File: src/hdl/ipwc_pkg.sv
`timescale 1ns / 1ps
// Shared types and constants for the IR pulse-width capture encoder.
// No dependencies; imported by ipwc_engine and the top level.
package ipwc_pkg;

    localparam int COUNT_WIDTH_DEF = 16;
    localparam int MAX_RESULTS     = 5;
    localparam int RES_CNT_W       = $clog2(MAX_RESULTS + 1);
    localparam int CFG_DATA_W      = 16;
    localparam int CFG_IDX_W       = 3;
    localparam int BYTES_W         = 11;
    localparam int DUR_W           = 16;

    localparam logic [7:0]  MIN_MARK_RST   = 8'd5;
    localparam logic [15:0] SPACE_TO_RST   = 16'd6000;
    localparam logic [15:0] IDLE_PER_RST   = 16'd50000;
    localparam logic [7:0]  IDLE_LIM_RST   = 8'd30;
    localparam logic [9:0]  MAX_BYTES_RST  = 10'd751;

    typedef enum logic [CFG_IDX_W-1:0] {
        REG_MIN_MARK  = 3'd0,
        REG_SPACE_TO  = 3'd1,
        REG_IDLE_PER  = 3'd2,
        REG_IDLE_LIM  = 3'd3,
        REG_MAX_BYTES = 3'd4
    } reg_idx_t;

    typedef enum logic [1:0] {
        PH_STOPPED = 2'd0,
        PH_MARK    = 2'd1,
        PH_SPACE   = 2'd2,
        PH_IDLE    = 2'd3
    } phase_t;

    typedef enum logic [1:0] {
        K_DATA     = 2'd0,
        K_DONE     = 2'd1,
        K_TIMEOUT  = 2'd2,
        K_OVERFLOW = 2'd3
    } kind_t;

    typedef struct packed {
        logic [7:0]  min_mark_ticks;
        logic [15:0] space_timeout;
        logic [15:0] idle_period;
        logic [7:0]  idle_limit;
        logic [9:0]  max_bytes;
    } cfg_t;

    typedef struct packed {
        kind_t              kind;
        logic [7:0]         value;
        logic [BYTES_W-1:0] byte_total;
    } result_t;

endpackage

File: src/hdl/ipwc_engine.sv
`timescale 1ns / 1ps
// Capture session state and per-item step logic: one accepted item in,
// up to MAX_RESULTS results out in the same cycle. Depends on ipwc_pkg.
module ipwc_engine import ipwc_pkg::*; #(
    parameter int COUNT_WIDTH = COUNT_WIDTH_DEF
) (
    input  logic                                  aclk,
    input  logic                                  aresetn,
    input  logic                                  take,
    input  logic                                  action,
    input  logic                                  rx_level,
    input  cfg_t                                  cfg,
    output result_t [MAX_RESULTS-1:0]             res,
    output logic [RES_CNT_W-1:0]                  res_count
);

    localparam int CMP_W = (COUNT_WIDTH > DUR_W) ? COUNT_WIDTH : DUR_W;

    phase_t                   phase_reg, phase_next;
    logic [COUNT_WIDTH-1:0]   tick_reg, tick_next;
    logic [7:0]               idle_reg, idle_next;
    logic [BYTES_W-1:0]       bytes_reg, bytes_next;

    logic [COUNT_WIDTH-1:0]   tick_inc;
    logic [CMP_W-1:0]         tick_ext;
    logic [DUR_W-1:0]         dur;
    logic                     dur_long;
    logic [RES_CNT_W-1:0]     dur_len;
    logic [BYTES_W-1:0]       bytes_dur;
    logic [BYTES_W-1:0]       max_ext;
    result_t [MAX_RESULTS-1:0] dur_res;
    logic                     idle_over;
    logic [8:0]               idle_inc;
    logic                     idle_exceed;

    always_ff @(posedge aclk) begin
        if (!aresetn) begin
            phase_reg <= PH_STOPPED;
            tick_reg  <= '0;
            idle_reg  <= '0;
            bytes_reg <= '0;
        end else begin
            phase_reg <= phase_next;
            tick_reg  <= tick_next;
            idle_reg  <= idle_next;
            bytes_reg <= bytes_next;
        end
    end

    always_comb begin
        tick_inc    = tick_reg + 1'b1;
        tick_ext    = CMP_W'(tick_inc);
        dur         = (tick_ext > CMP_W'(17'h0FFFF)) ? 16'hFFFF : tick_ext[DUR_W-1:0];
        dur_long    = (dur[15:8] != 8'd0);
        dur_len     = dur_long ? RES_CNT_W'(4) : RES_CNT_W'(1);
        bytes_dur   = bytes_reg + BYTES_W'(dur_len);
        max_ext     = BYTES_W'(cfg.max_bytes);
        idle_over   = tick_ext > CMP_W'(cfg.idle_period);
        idle_inc    = {1'b0, idle_reg} + 9'd1;
        idle_exceed = idle_inc > {1'b0, cfg.idle_limit};
        dur_res     = '0;
        if (dur_long) begin
            dur_res[2].value = dur[15:8];
            dur_res[3].value = dur[7:0];
        end else begin
            dur_res[0].value = dur[7:0];
        end
    end

    always_comb begin
        phase_next = phase_reg;
        tick_next  = tick_reg;
        idle_next  = idle_reg;
        bytes_next = bytes_reg;
        res        = '0;
        res_count  = '0;
        if (take) begin
            if (action) begin
                phase_next = PH_MARK;
                tick_next  = COUNT_WIDTH'(1);
                idle_next  = '0;
                bytes_next = '0;
            end else if (phase_reg != PH_STOPPED) begin
                tick_next = tick_inc;
                case (phase_reg)
                    PH_MARK, PH_IDLE: begin
                        if (phase_reg == PH_IDLE && !rx_level) begin
                            phase_next = PH_MARK;
                            tick_next  = COUNT_WIDTH'(1);
                        end else if (phase_reg == PH_MARK && !rx_level) begin
                            phase_next = PH_MARK;
                        end else if (phase_reg == PH_MARK
                                     && tick_ext > CMP_W'(cfg.min_mark_ticks)) begin
                            res        = dur_res;
                            res_count  = dur_len;
                            bytes_next = bytes_dur;
                            tick_next  = COUNT_WIDTH'(1);
                            phase_next = PH_SPACE;
                        end else begin
                            phase_next = PH_IDLE;
                            if (idle_over) begin
                                tick_next = '0;
                                if (idle_exceed) begin
                                    phase_next  = PH_STOPPED;
                                    res[0].kind = K_TIMEOUT;
                                    res_count   = RES_CNT_W'(1);
                                end else begin
                                    idle_next = idle_inc[7:0];
                                end
                            end
                        end
                    end
                    PH_SPACE: begin
                        if (rx_level) begin
                            if (tick_ext > CMP_W'(cfg.space_timeout)) begin
                                res[1].kind       = K_DONE;
                                res[1].byte_total = bytes_reg + 1'b1;
                                res_count         = RES_CNT_W'(2);
                                bytes_next        = bytes_reg + 1'b1;
                                phase_next        = PH_STOPPED;
                            end
                        end else if (bytes_reg >= max_ext) begin
                            res[0].kind       = K_OVERFLOW;
                            res[0].byte_total = bytes_reg;
                            res_count         = RES_CNT_W'(1);
                            phase_next        = PH_STOPPED;
                        end else begin
                            res        = dur_res;
                            bytes_next = bytes_dur;
                            idle_next  = '0;
                            if (bytes_dur >= max_ext) begin
                                if (dur_long) begin
                                    res[4].kind       = K_OVERFLOW;
                                    res[4].byte_total = bytes_dur;
                                end else begin
                                    res[1].kind       = K_OVERFLOW;
                                    res[1].byte_total = bytes_dur;
                                end
                                res_count  = dur_len + 1'b1;
                                phase_next = PH_STOPPED;
                            end else begin
                                res_count  = dur_len;
                                phase_next = PH_MARK;
                                tick_next  = COUNT_WIDTH'(1);
                            end
                        end
                    end
                    default: begin
                        phase_next = phase_reg;
                    end
                endcase
            end
        end
    end

endmodule

File: src/hdl/ir_pulse_width_capture_encoder_top.sv
`timescale 1ns / 1ps
// Top level of the IR pulse-width capture encoder: configuration registers
// and result buffer around ipwc_engine. Depends on ipwc_pkg, ipwc_engine.
//
// Usage:
//   Input stream: s_tuser[0] is the action (1 start a capture session,
//   0 one timer tick), s_tdata[0] the receiver level sampled on the tick.
//   Result stream: m_tuser[1:0] is the kind (data, done, timeout, overflow),
//   m_tdata[7:0] the encoded byte, m_tdata[18:8] the byte total on done or
//   overflow, m_tlast marks the final result of one input transfer.
//   Configuration: cfg_we writes cfg_wdata to register cfg_index (0 min mark
//   ticks, 1 space timeout, 2 idle period, 3 idle limit, 4 max bytes); write
//   only while no results are pending.
// Timing:
//   Results of an input transfer appear in the cycle after it, one per cycle
//   while m_tready is high. An input with k results (at most five) holds the
//   buffer until all k have left; a new input is taken once it is empty or as
//   its last result leaves, so draining the result port sets the input rate.
//   When the receiver stalls, results hold and s_tready drops once the last
//   buffered result cannot leave in this cycle.
// Reset: synchronous, active low; capture stopped, buffer empty, registers
//   at their default values. No clearing pass.
module ir_pulse_width_capture_encoder_top import ipwc_pkg::*; #(
    parameter int COUNT_WIDTH = COUNT_WIDTH_DEF
) (
    input  logic                  aclk,
    input  logic                  aresetn,
    input  logic                  s_tvalid,
    output logic                  s_tready,
    input  logic [7:0]            s_tdata,   // [0] rx_level
    input  logic [0:0]            s_tuser,   // [0] action
    output logic                  m_tvalid,
    input  logic                  m_tready,
    output logic [23:0]           m_tdata,   // [7:0] value, [18:8] byte_total
    output logic [1:0]            m_tuser,   // [1:0] kind
    output logic                  m_tlast,
    input  logic                  cfg_we,
    input  logic [CFG_IDX_W-1:0]  cfg_index,
    input  logic [CFG_DATA_W-1:0] cfg_wdata
);

    cfg_t                      cfg_reg;
    result_t [MAX_RESULTS-1:0] res;
    logic [RES_CNT_W-1:0]      res_count;
    result_t                   buf_reg [MAX_RESULTS];
    logic [RES_CNT_W-1:0]      cnt_reg;
    logic [RES_CNT_W-1:0]      idx_reg;
    logic [RES_CNT_W-1:0]      idx_inc;
    logic                      s_xfer;
    logic                      m_xfer;
    result_t                   head;

    always_ff @(posedge aclk) begin
        if (!aresetn) begin
            cfg_reg.min_mark_ticks <= MIN_MARK_RST;
            cfg_reg.space_timeout  <= SPACE_TO_RST;
            cfg_reg.idle_period    <= IDLE_PER_RST;
            cfg_reg.idle_limit     <= IDLE_LIM_RST;
            cfg_reg.max_bytes      <= MAX_BYTES_RST;
        end else if (cfg_we) begin
            case (cfg_index)
                REG_MIN_MARK:  cfg_reg.min_mark_ticks <= cfg_wdata[7:0];
                REG_SPACE_TO:  cfg_reg.space_timeout  <= cfg_wdata;
                REG_IDLE_PER:  cfg_reg.idle_period    <= cfg_wdata;
                REG_IDLE_LIM:  cfg_reg.idle_limit     <= cfg_wdata[7:0];
                REG_MAX_BYTES: cfg_reg.max_bytes      <= cfg_wdata[9:0];
                default: begin
                end
            endcase
        end
    end

    ipwc_engine #(
        .COUNT_WIDTH(COUNT_WIDTH)
    ) u_engine (
        .aclk      (aclk),
        .aresetn   (aresetn),
        .take      (s_xfer),
        .action    (s_tuser[0]),
        .rx_level  (s_tdata[0]),
        .cfg       (cfg_reg),
        .res       (res),
        .res_count (res_count)
    );

    assign idx_inc  = idx_reg + 1'b1;
    assign m_tvalid = (idx_reg != cnt_reg);
    assign m_xfer   = m_tvalid && m_tready;
    assign s_tready = !m_tvalid || (m_tready && idx_inc == cnt_reg);
    assign s_xfer   = s_tvalid && s_tready;

    always_ff @(posedge aclk) begin
        if (!aresetn) begin
            cnt_reg <= '0;
            idx_reg <= '0;
        end else if (s_xfer) begin
            cnt_reg <= res_count;
            idx_reg <= '0;
        end else if (m_xfer) begin
            idx_reg <= idx_inc;
        end
    end

    always_ff @(posedge aclk) begin
        if (s_xfer) begin
            for (int i = 0; i < MAX_RESULTS; i++) begin
                buf_reg[i] <= res[i];
            end
        end
    end

    always_comb begin
        head    = buf_reg[idx_reg];
        m_tdata = {5'd0, head.byte_total, head.value};
        m_tuser = head.kind;
        m_tlast = (idx_inc == cnt_reg);
    end

`ifndef SYNTH
    a_cnt_range: assert property (@(posedge aclk) disable iff (!aresetn)
        cnt_reg <= RES_CNT_W'(MAX_RESULTS) && idx_reg <= cnt_reg)
        else $error("result buffer count out of range");

    a_load_restart: assert property (@(posedge aclk) disable iff (!aresetn)
        s_xfer |=> idx_reg == '0)
        else $error("buffer not restarted after input transfer");

    a_last_empties: assert property (@(posedge aclk) disable iff (!aresetn)
        (m_xfer && m_tlast && !s_xfer) |=> !m_tvalid)
        else $error("results remain after last transfer");

    a_no_accept_busy: assert property (@(posedge aclk) disable iff (!aresetn)
        (m_tvalid && !m_tready) |-> !s_tready)
        else $error("input taken while results are stalled");
`endif

endmodule
File: config.mk
export PLATFORM = sky130hd
export DESIGN_NAME = ir_pulse_width_capture_encoder_top
export DESIGN_NICKNAME = d
export VERILOG_FILES = /design/src/hdl/ipwc_pkg.sv /design/src/hdl/ipwc_engine.sv /design/src/hdl/ir_pulse_width_capture_encoder_top.sv
export SDC_FILE = /design/constraint.sdc
export NUM_CORES = 1
export LEC_CHECK = 0
export BUFFER_PORTS_ARGS = -buffer_cell sky130_fd_sc_hd__buf_2
export CAP_MARGIN = 20
export CORE_MARGIN = 8
export CORE_UTILIZATION = 59
export DETAILED_ROUTE_END_ITERATION = 8
export PLACE_DENSITY = 0.78
export SETUP_SLACK_MARGIN = 0.05
export SLEW_MARGIN = 25
export SYNTH_ARGS = -nofsm -noshare
export SYNTH_HDL_FRONTEND = slang
export SYNTH_SLANG_ARGS = --single-unit
File: constraint.sdc
create_clock -name aclk -period 10.5 [get_ports aclk]
set_input_delay 0.525 -clock aclk [delete_from_list [all_inputs] [get_ports aclk]]
set_output_delay 0.525 -clock aclk [all_outputs]
set_load 0.01 [all_outputs]
-- Word level (Yosys, flattened, before mapping)
Memories as Yosys holds them, arrays and structs flattened. A register that Yosys moved wholly into a read port is not among the register bits.
Cells that the tools add are included.
- multipliers: 0
- equality and inequality tests: 19
- bitwise gates (word level): 1
- mux-type cells: 92
- add/subtract/negate cells: 6
- reductions and logical operators: 25
- shifts and indexed selects: 0
- div/mod/pow operators: 0
- order comparisons: 7
- operators by type and width (operator ; count):
    105-bit 2-to-1 mux ; 5
    105-bit one-hot mux with 2 select lines ; 1
    11-bit 2-to-1 mux ; 15
    16-bit 2-to-1 mux ; 10
    8-bit 2-to-1 mux ; 14
    84-bit 2-to-1 mux ; 1
    63-bit 2-to-1 mux ; 1
    61-bit 2-to-1 mux ; 1
    2-bit 2-to-1 mux ; 19
    3-bit 2-to-1 mux ; 12
    16-bit > comparator ; 2
    16-bit one-hot mux with 2 select lines ; 1
    11-bit by 10-bit >= comparator with 1-bit output ; 2
    11-bit one-hot mux with 2 select lines ; 1
    21-bit 2-to-1 mux ; 1
    19-bit 2-to-1 mux ; 1
    3-bit inequality test (second input constant) ; 6
    16-bit by 1-bit adder with 16-bit output (second input constant) ; 1
    16-bit > comparator (second input constant) ; 1
    16-bit by 8-bit > comparator with 1-bit output ; 1
    8-bit one-hot mux with 2 select lines ; 1
    2-bit AND reduction ; 6
    11-bit by 1-bit adder with 11-bit output (second input constant) ; 1
    11-bit by 3-bit adder with 11-bit output ; 1
    other kinds (28) ; 45
- input port bits: 33
- latch bits: 0
- flip-flop bits (word level): 101
- memory bits (writable): 105
- logic and storage cells: 162
- ROM bits: 0
- memories kept: 1
- output and inout bits: 29
- memory list (name ; depth ; width ; read ports ; clocked after memory_dff ; write ports ; RTL line ; RTL):
    buf_reg ; 5 ; 21 ; 1 ; 1 ; 5 ; ir_pulse_width_capture_encoder_top.sv:45 ; result_t buf_reg [MAX_RESULTS];

-- Longest topological paths before layout
- word-level depth: 14
- mapped depth: 22
- depth with buffers taken out: 21

-- By module
From an unflattened synthesis, not the netlist that was laid out.
- cell total of the unflattened synthesis: 1196
- area total of the unflattened synthesis: 11755.0 um2
- modules (own cells, without submodules) (module ; instances ; cells an instance ; sequential area each (um2) ; area an instance (um2)):
    ir_pulse_width_capture_encoder_top ; 1 ; 460 ; 4494.3 ; 6487.5
    ipwc_engine ; 1 ; 736 ; 740.7 ; 5267.6

-- Worst setup path before layout
OpenSTA, ideal clock, no wires.
- path kind: register -> register
- from: register u_engine.tick_reg[0]
- to: memory buf_reg[1][3] (netlist bit) (data pin)
- cell stages (with the launch flop): 20
- setup time: 256 ps
- data required time: 10244 ps
- setup slack: 5643 ps
- arrival: 4601 ps
- buffers on the path: 0
- clock period less this slack: 4857 ps
- cells stage by stage: dfxtp_1 > nand4_1 > nor4_1 > mux2i_1 > nand4_4 > ha_1 > nand3_1 > a21oi_1 > a41oi_1 > nor2_1 > xnor2_1 > inv_1 > ha_1 > a211o_1 > a41oi_1 > o211ai_1 > nand4_1 > inv_1 > a221o_1 > o211a_1
- RTL lines (element ; RTL line ; RTL):
    from (decl) ; ipwc_engine.sv:20 ; logic [COUNT_WIDTH-1:0] tick_reg, tick_next;
    from (signal assigned) ; ipwc_engine.sv:44 ; tick_reg <= tick_next;
    to (decl) ; ir_pulse_width_capture_encoder_top.sv:45 ;

==> flow_summary_export.csv <==
group,metric,value,unit
run_status,status,"completed",
setup_path,start_kind,"register",
clocking,clk_pin_slew_worst_paths,70,ps
timing,slew_headroom,36.4,%
timing,finalSetupViolCount,0,
detailed_routing,drt_iter0_markers,618,
pwr,peakVddDrop,0.114,mV
timing,finalCritPeriodShare,62.5,%
clocking,cts_tree,"built",
detailed_routing,via_per_inst,5.82,
detailed_routing,wl,24.0,mm
pwr,powerDensity,157,nW/µm²
setup_path,max_stage_delay,760,ps
setup_path,cp_max_fo,11,
setup_path,crit_start,"u_engine.tick_reg[0]",
worst_hold_path,hp-start,"cfg_wdata[14]",
timing,period_needed,6560,ps
clocking,holdBufCountCts,0,
global_routing,grt_max_degree,68,
synth,synth_area_leader_cell,"dfxtp_1",
timing,setup-tns-final,0,ps
setup_path,r2r_start,"u_engine.tick_reg[0]",
worst_hold_path,min_path_type,"in2reg",
floorplanning,die_w,144,µm
detailed_routing,drc,0,
clocking,cts_root_buf,"clkbuf_16",
clocking,clockBufferDepth,2,
pwr,p_leak,4.37,nW
timing,max_freq,0.152,GHz
timing,maxSlewViolCount,0,
timing,fin_worst_skew,14.1,ps
clocking,postCtsSetupBuffers,0,
final_layout,num-nets-final,1280,
synth,async_flop_share,0,%
setup_path,r2r-end,"buf_reg[1][8]",
final_layout,largest_register_ff_count,62,
placed_design,place_congestion,0.943,
floorplanning,fp.dieH,144,µm
global_routing,gr-total-overflow,0,
final_layout,area_growth,9.64,%
synth,synth_edf_count,62,
synth,synthTopCellsByArea,"dfxtp_1, edfxtp_1, ha_1, nand2_1, a21oi_1",
timing,hold_slack,332,ps
synth,ys_warn_count,0,
setup_path,cp_data_arrival_time,6810,ps
synth,synth_ff_type,"dfxtp_1",
synth,ys_ff_latch,166,
worst_hold_path,hold_end,"cfg_reg[32]",
setup_path,path_cells,"nand4_1 -> nor4_1 -> mux2i_1 -> nand4_4 -> ha_1 -> nand3_1 -> a21oi_1 -> a41oi_1 -> nor2_1 -> xnor2_1 -> inv_1 -> ha_1 -> o2111ai_1 -> o211ai_1 -> nand4_1 -> inv_1 -> nand2_1 -> o22ai_1",
setup_path,cp.required,10750,ps
placed_design,io_buffer_count,49,
clocking,post_cts_resized,0,
global_routing,grt_pass1_wl,39.1,mm
detailed_routing,routedWlPerCell,17.1,µm
placed_design,hpwl,17.5,mm
timing,hold_violations,0,
final_layout,multi_input_area,5240,µm²
detailed_routing,first_pass_iters,5,
synth,synth_top_area_share,21.4,%
final_layout,drive_gt1_share,8.88,%
setup_path,r2r_slack,3940,ps
detailed_routing,vias,8163,
floorplanning,dieArea,20900,µm²
synth,synth_area_per_cell,8.48,µm²
floorplanning,num_io_pins,62,
floorplanning,start_util,59.5,%
setup_path,slowest_stage,"a41oi_1",
final_layout,insertedDiodeCount,0,
setup_path,critPathCaptureType,"register",
setup_path,r2r.worst_path.cells,18,
global_routing,grt_pass1_vias,7804,
synth,seq_area_frac_synth,40.5,%
final_layout,final_util,65.3,%
setup_path,path_class,"reg2reg",
clocking,htreeDepth,4,
synth,syn_inst,1147,
flow_run,maxCapViolCount,0,
synth,yosysUniqueCellTypes,68,
worst_hold_path,hold-path-cell-count,3,
clocking,clkLatencyLatePin,440,ps
pwr,total_power,1.68,mW
detailed_routing,ant_nets,0,
floorplanning,rows,47,
timing,rsz0062_at_grt,"false",
final_layout,final.fill_count,1431,
final_layout,seqCellArea,3940,µm²
global_routing,antenna_found_initial,0,
global_routing,gr-usage-all-layers,23.9,%
floorplanning,design.core.area,16300,µm²
clocking,clock-sinks,166,
clocking,cts_buffers,17,
synth,syn_area,9730,µm²
timing,worst_pin_slew,941,ps
==> metrics by stage <==
step / std cells / instance area, µm² / setup WS, ps
finish: 1403 / 10700 / 3940
CTS: 1403 / 10700 / 4080
floorplan: 1151 / 9740 / 5640
global placement: 1371 / 10100 / 4240
detailed placement: 1371 / 10100 / 4170
global route: 1403 / 10700 / 3660
==> worst max-delay path by stage <==
| stage | endpoint | slack (ps) | depth (start not counted) |
|---|---|---|---|
| after floorplan | buf_reg[1][3] | 5640 | 19 |
| after detailed placement | buf_reg[1][8] | 4170 | 18 |
| after CTS | buf_reg[1][8] | 4080 | 18 |
| final | buf_reg[1][8] | 3940 | 18 |
| after global routing | buf_reg[1][8] | 3660 | 18 |
| after global placement | buf_reg[1][3] | 4240 | 19 |
==> worst max-delay path, delay by kind of cell (launching register included) <==
| family | cells | cell delay, ps |
|---|---|---|
| buffers and inverters | 2 | 320 |
| AO/OA/AOI/OAI | 5 | 1840 |
| adder cells (fa/ha/maj) | 2 | 700 |
| flip-flops | 1 | 630 |
| AND/OR/NAND/NOR | 7 | 2060 |
| multiplexers | 1 | 420 |
| XOR/XNOR | 1 | 390 |
==> power by group <==
| group | internal, mW | switching [mW] | leakage, nW | total (mW) |
|---|---|---|---|---|
| registers | 0.748 | 0.0328 | 1.46 | 0.781 |
| logic | 0.0952 | 0.181 | 2.64 | 0.276 |
| clock network | 0.352 | 0.268 | 0.273 | 0.620 |
| total | 1.20 | 0.482 | 4.37 | 1.68 |
==> area by class of cell <==
type,instances,area share [%]
Sequential cell,166,37.0
Clock buffer,18,4.02
Multi-Input combinational cell,840,49.1
Timing Repair Buffer,56,2.79
Clock inverter,14,1.42
Inverter,89,3.14
Tap cell,220,2.58
==> per-layer routing <==
| metal | routed length [µm] | up-vias | track usage (%) |
|---|---|---|---|
| li1 | - | 4071 | - |
| met5 | 0 | - | 0 |
| met3 | 1550 | 40 | 4.49 |
| met4 | 503 | 0 | 8.16 |
| met2 | 10700 | 250 | 38.1 |
| met1 | 11200 | 3802 | 32.0 |
==> cells by family after synthesis <==
| family | synth area share, % |
|---|---|
| xor+xnor | 3.87 |
| buf+inv | 5.86 |
| fa+ha+maj | 9.90 |
| compound gates | 15.6 |
| flops | 40.5 |
| other cells | 0.0385 |
| simple gates | 21.2 |
| mux | 2.93 |
==> cell usage in the layout (no fill, tap or decap), drive strengths merged, types with 6 or more instances in the layout <==
cell type  instances
ha                77
o211ai            28
nor4               8
nor2b              8
buf               56
nor3              21
xnor2             26
nor2              94
edfxtp            62
nand4             20
a21oi             91
o22ai             15
or2                9
clkinv             7
a21o               6
mux2i             25
dfxtp            104
xor2              17
a211oi             9
clkbuf            18
nand2b            13
and2              15
or3               12
nand2            176
and3              17
nand3             33
inv               91
o21ai             55
==> cell usage after synthesis (all sizes together) (3+ instances only) <==
cell,number
a211oi,9
a21oi,91
nand2b,13
o21ai,55
and3,17
nor4,8
o21a,5
nand3b,5
edfxtp,62
o211ai,28
a21o,6
clkbuf,41
buf,15
o22ai,15
dfxtp,104
nor2,94
and4,3
a211o,5
nand4,20
xor2,17
nand2,176
o2bb2ai,4
or2,9
mux2i,25
ha,77
or3,12
o2111ai,3
nor2b,8
xnor2,26
nand3,33
inv,88
nor3,21
and2,15
Note: power is estimated with default switching activity, not from simulation.
